`config.mk`:
```
export PLATFORM = sky130hd
export DESIGN_NAME = postfix_stack_evaluator
export DESIGN_NICKNAME = d
export VERILOG_FILES = /design/src/hw/rtl/pse_pkg.sv /design/src/hw/rtl/postfix_stack_evaluator.sv /design/src/hw/rtl/pse_ram.sv /design/src/hw/rtl/pse_front.sv /design/src/hw/rtl/pse_alu.sv /design/src/hw/rtl/pse_back.sv
export SDC_FILE = /design/constraint.sdc
export NUM_CORES = 2
export LEC_CHECK = 0
export ABC_AREA = 0
export BUFFER_PORTS_ARGS = -buffer_cell sky130_fd_sc_hd__buf_2
export CAP_MARGIN = 20
export CORE_UTILIZATION = 56
export CTS_CLUSTER_DIAMETER = 200
export CTS_CLUSTER_SIZE = 25
export DETAILED_ROUTE_END_ITERATION = 10
export PLACE_DENSITY = 0.85
export SETUP_SLACK_MARGIN = 0.05
export SYNTH_ARGS = -nofsm -noshare
export SYNTH_HDL_FRONTEND = slang
export SYNTH_MEMORY_MAX_BITS = 65536
export SYNTH_SLANG_ARGS = --single-unit
```
`constraint.sdc`:
```
create_clock -name i_clk -period 6.2 [get_ports i_clk]
set_input_delay 1.55 -clock i_clk [delete_from_list [all_inputs] [get_ports i_clk]]
set_output_delay 1.55 -clock i_clk [all_outputs]
set_load 0.05 [all_outputs]
```
`src/hw/rtl/pse_pkg.sv`:
```
package pse_pkg;

    localparam int StackDepth = 128;
    localparam int SpW = $clog2(StackDepth);
    localparam int CntW = $clog2(StackDepth + 1);
    localparam int FifoDepth = 4;
    localparam int FifoW = $clog2(FifoDepth);

    localparam logic [1:0] OP_PUSH = 2'd0;
    localparam logic [1:0] OP_ADD  = 2'd1;
    localparam logic [1:0] OP_SUB  = 2'd2;
    localparam logic [1:0] OP_MUL  = 2'd3;
    localparam logic [7:0] CH_ZERO = 8'd48;
    localparam logic [7:0] CH_NINE = 8'd57;
    localparam logic [7:0] CH_PLUS = 8'd43;
    localparam logic [7:0] CH_MINUS = 8'd45;
    localparam logic [7:0] CH_STAR = 8'd42;
    localparam logic signed [31:0] NEG_ONE = 32'shFFFF0000;

    typedef struct packed {
        logic [7:0] symbol;
        logic       last;
    } t_in;

    typedef struct packed {
        logic signed [31:0] answer;
        logic               stack_overflow;
        logic               stack_underflow;
        logic               divide_by_zero;
    } t_out;

    // decoded item passed from front to back
    typedef struct packed {
        logic        is_op;
        logic        is_div;
        logic [1:0]  op;
        logic [3:0]  digit;
        logic        last;
    } t_cmd;

endpackage

```
`src/hw/rtl/postfix_stack_evaluator.sv`:
```
// Postfix evaluator over signed Q16.16. In the back end a digit is pushed directly; an
// operator pops two operands through the single stack RAM port, runs in the ALU, whose
// multiply/divide unit works one bit per cycle, and pushes its result; a final character
// then reads the top. A 4-entry queue decouples the input from the back end. One result
// waits in the output register; the back end runs on and stalls only when it has the
// next result ready before the waiting one is popped.
module postfix_stack_evaluator (
    input  logic          i_clk,
    input  logic          i_rst_n,
    input  pse_pkg::t_in  i_data,
    input  logic          push,
    output logic          full,
    output pse_pkg::t_out o_data,
    output logic          empty,
    input  logic          pop
);
    import pse_pkg::*;

    t_cmd cmd;
    logic cv, take;

    pse_front u_front (
        .i_clk, .i_rst_n, .i_data, .i_push(push), .o_full(full),
        .o_cmd(cmd), .o_valid(cv), .i_take(take)
    );

    pse_back u_back (
        .i_clk, .i_rst_n, .i_cmd(cmd), .i_valid(cv), .o_take(take),
        .o_data, .o_empty(empty), .i_pop(pop)
    );

    a_hold: assert property (@(posedge i_clk) disable iff (!i_rst_n)
        (!empty && !pop) |=> !empty)
        else $error("result dropped");
    a_stable: assert property (@(posedge i_clk) disable iff (!i_rst_n)
        (!empty && !pop) |=> $stable(o_data))
        else $error("waiting result changed");
endmodule

```
`src/hw/rtl/pse_ram.sv`:
```
module pse_ram #(
    parameter int Width = 32,
    parameter int Depth = 128
) (
    input  logic                     i_clk,
    input  logic                     i_we,
    input  logic [$clog2(Depth)-1:0] i_waddr,
    input  logic [Width-1:0]         i_wdata,
    input  logic [$clog2(Depth)-1:0] i_raddr,
    output logic [Width-1:0]         o_rdata
);
    logic [Width-1:0] r_mem [Depth];
    logic [Width-1:0] r_rdata;

    always_ff @(posedge i_clk) begin
        if (i_we) begin
            r_mem[i_waddr] <= i_wdata;
        end
        r_rdata <= r_mem[i_raddr];
    end
    assign o_rdata = r_rdata;
endmodule

```
`src/hw/rtl/pse_front.sv`:
```
module pse_front (
    input  logic           i_clk,
    input  logic           i_rst_n,
    input  pse_pkg::t_in   i_data,
    input  logic           i_push,
    output logic           o_full,
    output pse_pkg::t_cmd  o_cmd,
    output logic           o_valid,
    input  logic           i_take
);
    import pse_pkg::*;

    t_cmd             r_q [FifoDepth];
    logic [FifoW-1:0] r_wp, r_rp;
    logic [FifoW:0]   r_cnt;
    t_cmd             dec;
    logic             wr, rd;

    always_comb begin
        dec = '0;
        dec.last = i_data.last;
        if (i_data.symbol >= CH_ZERO && i_data.symbol <= CH_NINE) begin
            dec.digit = 4'(i_data.symbol - CH_ZERO);
        end else begin
            dec.is_op = 1'b1;
            unique case (i_data.symbol)
                CH_PLUS:  dec.op = OP_ADD;
                CH_MINUS: dec.op = OP_SUB;
                CH_STAR:  dec.op = OP_MUL;
                default:  dec.is_div = 1'b1;
            endcase
        end
    end

    assign o_full  = (r_cnt == (FifoW+1)'(FifoDepth));
    assign o_valid = (r_cnt != '0);
    assign o_cmd   = r_q[r_rp];
    assign wr = i_push && !o_full;
    assign rd = i_take && o_valid;

    always_ff @(posedge i_clk) begin
        if (wr) begin
            r_q[r_wp] <= dec;
        end
        if (!i_rst_n) begin
            r_wp <= '0;
            r_rp <= '0;
            r_cnt <= '0;
        end else begin
            if (wr) r_wp <= r_wp + 1'b1;
            if (rd) r_rp <= r_rp + 1'b1;
            r_cnt <= r_cnt + (FifoW+1)'(wr) - (FifoW+1)'(rd);
        end
    end
endmodule

```
`src/hw/rtl/pse_alu.sv`:
```
// Q16.16 unit: saturating add/subtract, iterative shift-add multiply and restoring divide, one bit a cycle.
module pse_alu (
    input  logic               i_clk,
    input  logic               i_rst_n,
    input  logic               i_start,
    input  logic               i_div,
    input  logic [1:0]         i_op,
    input  logic signed [31:0] i_a,
    input  logic signed [31:0] i_b,
    output logic               o_done,
    output logic signed [31:0] o_res,
    output logic               o_dbz
);
    import pse_pkg::*;

    localparam logic [1:0] S_IDLE = 2'd0;
    localparam logic [1:0] S_MUL  = 2'd1;
    localparam logic [1:0] S_DIV  = 2'd2;
    localparam logic [1:0] S_FIN  = 2'd3;

    logic [1:0]  r_st;
    logic [5:0]  r_i;
    logic        r_neg, r_div, r_dbz;
    logic [31:0] r_m;
    logic [47:0] r_num;
    logic [63:0] r_acc;
    logic [32:0] r_rem;
    logic signed [31:0] r_res;
    logic        r_done;
    logic [31:0] ma, mb;
    logic [32:0] rsh, rsub;
    logic [32:0] msum;
    logic signed [32:0] s33;
    logic [47:0] mag;

    assign ma = i_a[31] ? 32'(-i_a) : i_a;
    assign mb = i_b[31] ? 32'(-i_b) : i_b;
    assign rsh = {r_rem[31:0], r_num[47]};
    assign rsub = rsh - {1'b0, r_m};
    assign msum = {1'b0, r_acc[63:32]} + (r_acc[0] ? {1'b0, r_num[31:0]} : 33'h0);
    assign mag = r_div ? r_num : r_acc[63:16];

    always_comb begin
        s33 = '0;
        case (i_op)
            OP_ADD:  s33 = 33'(i_a) + 33'(i_b);
            default: s33 = 33'(i_a) - 33'(i_b);
        endcase
    end

    assign o_done = r_done;
    assign o_res  = r_res;
    assign o_dbz  = r_dbz;

    always_ff @(posedge i_clk) begin
        if (!i_rst_n) begin
            r_st <= S_IDLE;
            r_done <= 1'b0;
        end else begin
            r_done <= 1'b0;
            unique case (r_st)
                S_IDLE: if (i_start) begin
                    r_neg <= i_a[31] ^ i_b[31];
                    r_div <= i_div;
                    r_dbz <= 1'b0;
                    r_i <= '0;
                    r_m <= mb;
                    r_acc <= {32'h0, mb};
                    r_rem <= '0;
                    r_num <= {ma, 16'h0};
                    r_st <= S_FIN;
                    if (i_div) begin
                        if (i_b == '0) begin
                            r_dbz <= 1'b1;
                            r_res <= i_a[31] ? 32'sh80000000 : 32'sh7FFFFFFF;
                            r_done <= 1'b1;
                            r_st <= S_IDLE;
                        end else begin
                            r_st <= S_DIV;
                        end
                    end else if (i_op == OP_MUL) begin
                        r_num <= {16'h0, ma};
                        r_st <= S_MUL;
                    end else begin
                        r_res <= (s33[32] != s33[31]) ?
                            (s33[32] ? 32'sh80000000 : 32'sh7FFFFFFF) : s33[31:0];
                        r_done <= 1'b1;
                        r_st <= S_IDLE;
                    end
                end
                S_MUL: begin
                    // add multiplicand into the upper half, shift the product right
                    r_acc <= {msum, r_acc[31:1]};
                    r_i <= r_i + 1'b1;
                    if (r_i == 6'd31) r_st <= S_FIN;
                end
                S_DIV: begin
                    if (!rsub[32]) begin
                        r_rem <= rsub;
                        r_num <= {r_num[46:0], 1'b1};
                    end else begin
                        r_rem <= rsh;
                        r_num <= {r_num[46:0], 1'b0};
                    end
                    r_i <= r_i + 1'b1;
                    if (r_i == 6'd47) r_st <= S_FIN;
                end
                S_FIN: begin
                    if (r_neg) begin
                        r_res <= (mag >= 48'h80000000) ? 32'sh80000000 : 32'(-mag);
                    end else begin
                        r_res <= (mag > 48'h7FFFFFFF) ? 32'sh7FFFFFFF : mag[31:0];
                    end
                    r_done <= 1'b1;
                    r_st <= S_IDLE;
                end
                default: r_st <= S_IDLE;
            endcase
        end
    end
endmodule

```
`src/hw/rtl/pse_back.sv`:
```
module pse_back (
    input  logic           i_clk,
    input  logic           i_rst_n,
    input  pse_pkg::t_cmd  i_cmd,
    input  logic           i_valid,
    output logic           o_take,
    output pse_pkg::t_out  o_data,
    output logic           o_empty,
    input  logic           i_pop
);
    import pse_pkg::*;

    localparam logic [2:0] S_IDLE = 3'd0;
    localparam logic [2:0] S_RD2  = 3'd1;
    localparam logic [2:0] S_RD1  = 3'd2;
    localparam logic [2:0] S_ALU  = 3'd3;
    localparam logic [2:0] S_WAIT = 3'd4;
    localparam logic [2:0] S_TOP  = 3'd5;
    localparam logic [2:0] S_OUT  = 3'd6;

    logic [2:0]      r_st;
    logic [CntW-1:0] r_cnt;
    logic [2:0]      r_flg;
    t_cmd            r_cmd;
    logic signed [31:0] r_b;
    logic            r_bv, r_av;
    t_out            r_out;
    logic            r_ov;
    logic            out_load;
    logic            we;
    logic [SpW-1:0]  waddr, raddr;
    logic [31:0]     wdata, rdata;
    logic            alu_done, alu_dbz;
    logic signed [31:0] alu_res;
    logic            full_stk;

    assign full_stk = (r_cnt == CntW'(StackDepth));
    assign raddr = SpW'(r_cnt - 1'b1);

    pse_ram #(.Width(32), .Depth(StackDepth)) u_ram (
        .i_clk, .i_we(we), .i_waddr(waddr), .i_wdata(wdata),
        .i_raddr(raddr), .o_rdata(rdata)
    );

    // op1 arrives from the RAM in the start cycle
    pse_alu u_alu (
        .i_clk, .i_rst_n, .i_start(r_st == S_ALU), .i_div(r_cmd.is_div),
        .i_op(r_cmd.op), .i_a(r_av ? rdata : NEG_ONE), .i_b(r_bv ? r_b : NEG_ONE),
        .o_done(alu_done), .o_res(alu_res), .o_dbz(alu_dbz)
    );

    always_comb begin
        we = 1'b0;
        wdata = alu_res;
        if (r_st == S_IDLE && i_valid && !i_cmd.is_op) begin
            we = !full_stk;
            wdata = {12'h0, i_cmd.digit, 16'h0};
        end else if (r_st == S_WAIT && alu_done) begin
            we = !full_stk;
        end
        waddr = SpW'(r_cnt);
    end

    // hold a new result until the waiting one is popped
    assign out_load = (r_st == S_OUT) && (!r_ov || i_pop);
    assign o_take  = (r_st == S_IDLE);
    assign o_empty = !r_ov;
    assign o_data  = r_out;

    always_ff @(posedge i_clk) begin
        if (!i_rst_n) begin
            r_st <= S_IDLE;
            r_cnt <= '0;
            r_flg <= '0;
            r_ov <= 1'b0;
        end else begin
            if (out_load) r_ov <= 1'b1;
            else if (i_pop) r_ov <= 1'b0;
            unique case (r_st)
                S_IDLE: if (i_valid) begin
                    r_cmd <= i_cmd;
                    if (i_cmd.is_op) begin
                        r_st <= S_RD2;
                    end else begin
                        if (full_stk) r_flg[0] <= 1'b1;
                        else r_cnt <= r_cnt + 1'b1;
                        if (i_cmd.last) r_st <= S_TOP;
                    end
                end
                // each pop read goes through the registered RAM read port
                S_RD2: begin
                    r_bv <= r_cnt != '0;
                    if (r_cnt == '0) r_flg[1] <= 1'b1;
                    else r_cnt <= r_cnt - 1'b1;
                    r_st <= S_RD1;
                end
                S_RD1: begin
                    r_b <= rdata;
                    r_av <= r_cnt != '0;
                    if (r_cnt == '0) r_flg[1] <= 1'b1;
                    else r_cnt <= r_cnt - 1'b1;
                    r_st <= S_ALU;
                end
                S_ALU: begin
                    r_st <= S_WAIT;
                end
                S_WAIT: if (alu_done) begin
                    if (alu_dbz) r_flg[2] <= 1'b1;
                    if (full_stk) r_flg[0] <= 1'b1;
                    else r_cnt <= r_cnt + 1'b1;
                    r_st <= r_cmd.last ? S_TOP : S_IDLE;
                end
                S_TOP: r_st <= S_OUT;
                S_OUT: if (out_load) begin
                    r_out.answer <= (r_cnt == '0) ? NEG_ONE : rdata;
                    r_out.stack_overflow <= r_flg[0];
                    r_out.stack_underflow <= r_flg[1] | (r_cnt == '0);
                    r_out.divide_by_zero <= r_flg[2];
                    r_cnt <= '0;
                    r_flg <= '0;
                    r_st <= S_IDLE;
                end
                default: r_st <= S_IDLE;
            endcase
        end
    end
endmodule
```
==> Yosys cells after proc, flatten, opt, wreduce, memory -nomap -nowiden <==
Memories as Yosys holds them, arrays and structs flattened. A register that Yosys moved wholly into a read port is not among the register bits.
Index checks and enable logic that the tools add are counted.
{ "totals": {"regBits": 315, "ramBits": 4132, "output_inout_bits": 37, "memories": 2} }
{ "op_classes": {"add_sub_neg": 15, "order_cmp": 4, "eq_ne": 32, "n_mux": 81, "bitwise": 2, "n_reduce_logical": 44} }
{ "mem_list": {"columns": ["memory", "depth", "word_bits", "read_ports", "rd_clocked_by_memory_dff", "wr", "line", "rtl"], "rows": [
  ["u_back.u_ram.r_mem", 128, 32, 1, 1, 1, "pse_ram.sv:12", "logic [Width-1:0] r_mem [Depth];"],
  ["u_front.r_q", 4, 9, 1, 1, 1, "pse_front.sv:13", "t_cmd r_q [FifoDepth];"]
]} }
{ "op_table": {"columns": ["operator", "n"], "rows": [
  ["32-bit two-way mux", 18],
  ["48-bit two-way mux", 4],
  ["32-bit case mux with 2 select lines", 2],
  ["64-bit case mux with 2 select lines", 1],
  ["32-bit negator", 3],
  ["48-bit case mux with 2 select lines", 1],
  ["32-bit by 32-bit adder with 33-bit output", 2],
  ["64-bit two-way mux", 1],
  ["48-bit by 32-bit greater-or-equal comparator with 1-bit output, second input constant", 1],
  ["48-bit by 31-bit greater-than comparator with 1-bit output, second input constant", 1],
  ["8-bit two-way mux", 6],
  ["33-bit two-way mux", 1],
  ["32-bit by 32-bit subtractor with 33-bit output", 1],
  ["33-bit by 32-bit subtractor with 33-bit output", 1],
  ["32-bit zero test", 1],
  ["8-bit case mux with 4 select lines", 1],
  ["8-bit by 6-bit equality test with 1-bit output, second input constant", 3],
  ["3-bit AND reduction", 8],
  ["1-bit two-way mux", 22],
  ["3-bit case mux with 7 select lines", 1],
  ["3-bit two-way mux", 6],
  ["2-bit two-way mux", 7],
  ["2-bit != test, second input constant", 7],
  ["2-bit nonzero test", 7],
  ["46 further kinds", 72]
]} }

==> Depth between registers and ports, before layout <==
{ "logic_depth": {"depth_word": 9, "depth_mapped": 24, "mapped_depth_nobuf": 21} }

==> By module <==
A second synthesis with hierarchy kept.
{ "unflattened": {"cells_unflattened": 8423, "hier_area_um2": 180285.4} }
{ "by_module_without_submodules": {"columns": ["module", "instances", "cells_per_inst", "area_each_um2", "seq_area_each_um2"], "rows": [
  ["pse_ram", 1, 5990, 156276.1, 123638.6],
  ["pse_alu", 1, 1929, 17729.5, 6576.3],
  ["pse_back", 1, 387, 4367.9, 2492.4],
  ["pse_front", 1, 117, 1911.8, 1261.2]
]} }

==> Least setup slack after synthesis <==
No wires, ideal clock.
{ "synth_timing": {"path_kind": "input to register", "startpoint": "in i_rst_n", "endpoint": "reg u_back.u_alu.r_num[0] (enable)", "arrival_time_ps": 5721, "required_time_ps": 5656, "path_slack_ps": -65, "path_stages": 3, "path_buffers": 1, "cell_sequence": "inv_1 > clkbuf_1 > a21oi_1"} }
{ "synth_between": {"elab_chain_len": 1} }
{ "synth_rtl": {"columns": ["item", "line", "rtl"], "rows": [
  ["start: declaration", "postfix_stack_evaluator.sv:9", "input logic i_rst_n,"],
  ["3-bit AND reduction (no source line)", null, null],
  ["end signal: assignment", "pse_alu.sv:70", "r_num <= {ma, 16'h0};"],
  ["end signal: assignment", "pse_alu.sv:82", "r_num <= {16'h0, ma};"],
  ["end signal: assignment", "pse_alu.sv:100", "r_num <= {r_num[46:0], 1'b1};"],
  ["end: declaration", "pse_alu.sv:25", "logic [47:0] r_num;"]
]} }
Every way passes these cells.
A chain may end at the register's enable or synchronous reset.

==> Worst setup path in the final report <==
{ "layout_timing": {"startpoint": "reg u_back.r_b[11]", "endpoint": "reg u_back.u_alu.r_res[2], in the netlist u_back.u_alu.o_res[2], data pin"} }
{ "layout_between": {"elab_chain_len": 9} }
{ "layout_rtl": {"columns": ["item", "line", "rtl"], "rows": [
  ["start: declaration", "pse_back.sv:25", "logic signed [31:0] r_b;"],
  ["start signal: assignment", "pse_back.sv:98", "r_b <= rdata;"],
  ["32-bit two-way mux (*)", "pse_back.sv:48", ".i_op(r_cmd.op), .i_a(r_av ? rdata : NEG_ONE), .i_b(r_bv ? r_b : NEG_ONE),"],
  ["32-bit by 32-bit subtractor with 33-bit output / 32-bit by 32-bit adder with 33-bit output (equally long branches)", "pse_alu.sv:47, pse_alu.sv:46", null],
  ["33-bit two-way mux (*)", "pse_alu.sv:45", "case (i_op)"],
  ["32-bit two-way mux / 1-bit != test (equally long branches)", "pse_alu.sv:86, pse_alu.sv:85", null],
  ["32-bit two-way mux (*)", "pse_alu.sv:85", "r_res <= (s33[32] != s33[31]) ?"],
  ["32-bit two-way mux (*)", "pse_alu.sv:81", "end else if (i_op == OP_MUL) begin"],
  ["32-bit two-way mux (*)", "pse_alu.sv:72", "if (i_div) begin"],
  ["32-bit two-way mux (*)", "pse_alu.sv:62", "S_IDLE: if (i_start) begin"],
  ["32-bit case mux with 2 select lines (*)", "pse_alu.sv:61", "unique case (r_st)"],
  ["end signal: assignment", "pse_alu.sv:75", "r_res <= i_a[31] ? 32'sh80000000 : 32'sh7FFFFFFF;"],
  ["end signal: assignment", "pse_alu.sv:85", null],
  ["end signal: assignment", "pse_alu.sv:110", "r_res <= (mag >= 48'h80000000) ? 32'sh80000000 : 32'(-mag);"],
  ["end: declaration", "pse_alu.sv:28", "logic signed [31:0] r_res;"]
]} }
Every way passes the cells marked *; elsewhere a longest branch is shown, timed or not. The select of a mux whose other input is x is not followed.

==> results by group <==
Synthesis
  • Number of synthesized flops with an enable pin: 4422
  • Post-Synthesis Cells: approximately 8.5k
  • Mean area per synthesized cell: around 21 um2
  • Net Count, Synth: 8626
  • Synth cell types: 89
  • Ys async rst share: 0%
  • Seq/Total Area, Yosys: between 70% and 80%
  • Mapped cell area: 0.1802 mm2
  • Warnings from Yosys: 0
  • Main flop type after synthesis: edfxtp_1
  • Register bit total from synthesis: 4481

Cells and area
  • Area growth syn-to-layout: 7.746%
  • Fin area: 0.1942 mm2
  • Final #Nets: between 8k and 9k
  • Fill cell count: approximately 20k
  • Utilization after layout: approximately three fifths
  • Layout cells sized above 1: roughly a quarter
  • Reg area: 0.1340 mm2
  • Multi-input gate area: roughly 0.046 mm2

Route
  • Drc violations: 4
  • Initial DRC count: 18.89k
  • Avg WL per Cell: 43.29 um
  • Via count: roughly 99k
  • Drt pass-1 iters: 11
  • Routed Antenna Nets: 0
  • Routed WL: roughly 560 mm
  • Via/cell ratio: 7.600

Clock tree
  • CTS Buf Count: about 200
  • Clk sinks: roughly 4.5k
  • CTS H-tree lvls: 4
  • Post-CTS sizing: 0
  • Worst-Skew Late Latency: 1.02 ns
  • CTS Root Cell: clkbuf_16
  • CTS tree: yes
  • Clock buffer depth: 4
  • Hold Buf Count CTS: 0
  • Reg clk slew, reported paths: 0.12 ns
  • Post-CTS Setup Bufs: 0

Placed design
  • Detailed placement HPWL: between 300 and 400 mm
  • Final Wtd Congestion: between 0.9 and 1
  • Port bufs: 49
  • Worst slack at placement: ~0.45 ns
  • Placed Area: 0.1882 mm2

Setup path
  • Critical-path cell list: or4_1, or4_4, or3_1, or3_1, a21oi_1, nor2_1, a31oi_1, ha_1, a21oi_1, o21ai_0, a31oi_1, o221ai_1, nor3_1, buf_4, nor3_2, a31o_4, a2bb2oi_1, o22a_1
  • Critical path required time: approximately 6.9 ns
  • Crit path kind: flop to flop
  • CP arrival: 6.55 ns
  • Startpoint Class: flop
  • CP Capture Type: flop
  • Slowest stage delay, CP: around 0.70 ns
  • Slowest CP cell: or4_1
  • Critical-path maximum fanout: 31

STA
  • Final setup viols: 0
  • Worst hold margin: 0.4978 ns
  • Fmax achieved: between 0.15 and 0.2 GHz
  • Setup_tns: 0 ns
  • Final worst setup slack: 0.3878 ns
  • Skew final: approximately 0.13 ns
  • Hold Vio Cnt, Final: 0
  • Slew @ Worst Pin: between 1 and 1.5 ns
  • Fin crit share: ~94%
  • RSZ-0062 raised after global routing: true
  • Max-slew headroom: between 10% and 20%
  • Final worst path period need: roughly 5.8 ns
  • Slew Limit Fails: 0

Status
  • Failing checks: design-rule violations
  • Outcome: finished with violations

Global routing
  • Total GRT Usage: about 35%
  • Total gr overflow: 0
  • Largest net degree at the start of global routing: between 100 and 150
  • First-pass GRT wire length: between 700 and 800 mm
  • Vias in the first global route: around 94k
  • Initial antenna violation count: 72

Power and ir drop
  • Lkg Pwr: slightly below 0.06 uW
  • Peak VDD IR: about 0.69 mV
  • Power per cell area: 508.7 mW/mm2

Floorplanning
  • Die Width: around 570 um
  • Io pins: 50
  • Die Y: roughly 570 um
  • Cell Rows: about 210
  • Core ar.: roughly 0.32 mm2
  • Initial Util: about 56%
  • Die Area: between 0.3 and 0.4 mm2

Run
  • Max Cap Violations: 0

Min path
  • Hold Crit Class: flop to flop
[Yosys cell counts (55+ instances only)]
library cell	number	share of area, %
a21oi_1	188	0.52
and2_1	84	0.29
buf_1	110	0.23
clkbuf_1	315	0.66
dfxtp_1	59	0.66
edfxtp_1	4422	74
ha_1	114	0.79
inv_1	100	0.21
mux2_2	64	0.40
mux4_2	1353	17
nand2_1	239	0.50
nand3_1	56	0.16
nor2_1	291	0.61
nor2b_1	100	0.35
nor3_1	55	0.15
o21ai_0	161	0.45
xnor2_1	87	0.42
xor2_1	64	0.31
[worst max-delay path: cells and delay by family, from the launching register on]
kind	cells	cell delay [ns]
compound gates	9	2.22
fa+ha+maj	1	0.40
buf+inv	1	0.16
flops	1	0.48
simple gates	7	2.33
[final timing paths]
path,from,endpoint,slack [ns],depth (start not counted)
hold reg to reg,u_back.r_flg[0],u_back.o_data[2],0.50,0
setup / recovery,u_back.r_b[11],u_back.u_alu.o_res[2],0.39,18
setup reg to reg,u_back.r_b[11],u_back.u_alu.o_res[2],0.39,18
hold / removal,u_back.r_flg[0],u_back.o_data[2],0.50,0
[layer usage]
layer	part of all wire (%)	up-vias	global-route usage, %
met1	31	50420	43.22
met4	8.1	52	21.08
met2	47	10600	53.83
li1	-	35550	-
met5	0.094	-	0.4314
met3	14	2287	10.06
[sequential cells by signal, summed over array words and instances, names as in the netlist, 3 cells and up, named ones only]
| register | count |
|---|---|
| u_back.o_data | 35 |
| u_back.r_b | 32 |
| u_back.r_cmd | 4 |
| u_back.r_cnt | 8 |
| u_back.r_flg | 3 |
| u_back.r_st | 3 |
| u_back.u_alu.o_res | 32 |
| u_back.u_alu.r_acc | 64 |
| u_back.u_alu.r_i | 6 |
| u_back.u_alu.r_m | 32 |
| u_back.u_alu.r_num | 48 |
| u_back.u_alu.r_rem | 32 |
| u_back.u_ram.o_rdata | 32 |
| u_back.u_ram.r_mem | 4096 |
| u_front.r_cnt | 3 |
| u_front.r_q | 36 |
[placed cells by master (no fill, tap or decap), drive strengths merged, types with 40 or more instances in the layout]
master	count
a21o	54
a21oi	189
and2	85
buf	365
clkbuf	261
dfxtp	59
diode	40
edfxtp	4422
ha	114
inv	103
mux2	64
mux2i	54
mux4	1353
nand2	239
nand2b	50
nand3	56
nor2	292
nor2b	100
nor3	56
o21ai	195
xnor2	87
xor2	64
[where the power goes]
| part | leakage (uW) | switching [uW] | total, uW | internal [uW] |
|---|---|---|---|---|
| sequential | 0.0404 | 952 | 39400 | 38400 |
| clock | 0.00265 | 9380 | 15500 | 6120 |
| combinational | 0.0161 | 28900 | 43900 | 15000 |
[kinds of logic (layout without fill, tap and decap cells)]
logic type	count (synthesis)	after routing	synth area share, %
DFF	4481	4481	74.33
and+or+nand+nor	1041	1041	2.855
other	0	40	0
buffers and inverters	537	732	1.148
xor gates and xnor gates	151	151	0.7338
muxes	1471	1471	17.61
adders and majority gates	118	118	0.8359
AOI/OAI and AO/OA	696	696	2.486
[through the flow]
| step | power, uW | std cells |
|---|---|---|
| 2_1_floorplan | 62770 | 8495 |
| 3_3_place_gp | 78280 | 12690 |
| 3_5_place_dp | 80280 | 12690 |
| 4_1_cts | 95940 | 12960 |
| 5_1_grt | 99060 | 12980 |
| 6_report | 98780 | 13010 |
[area by class of cell]
| type | count | area share, % |
|---|---|---|
| Antenna cell | 40 | 0.05155 |
| Clock buffer | 260 | 2.759 |
| Clock inverter | 6 | 0.05026 |
| Inverter | 100 | 0.1933 |
| Multi-Input combinational cell | 3477 | 23.46 |
| Sequential cell | 4481 | 68.99 |
| Tap cell | 4284 | 2.760 |
| Timing Repair Buffer | 366 | 1.730 |
Power figures use the tool's default switching activity.
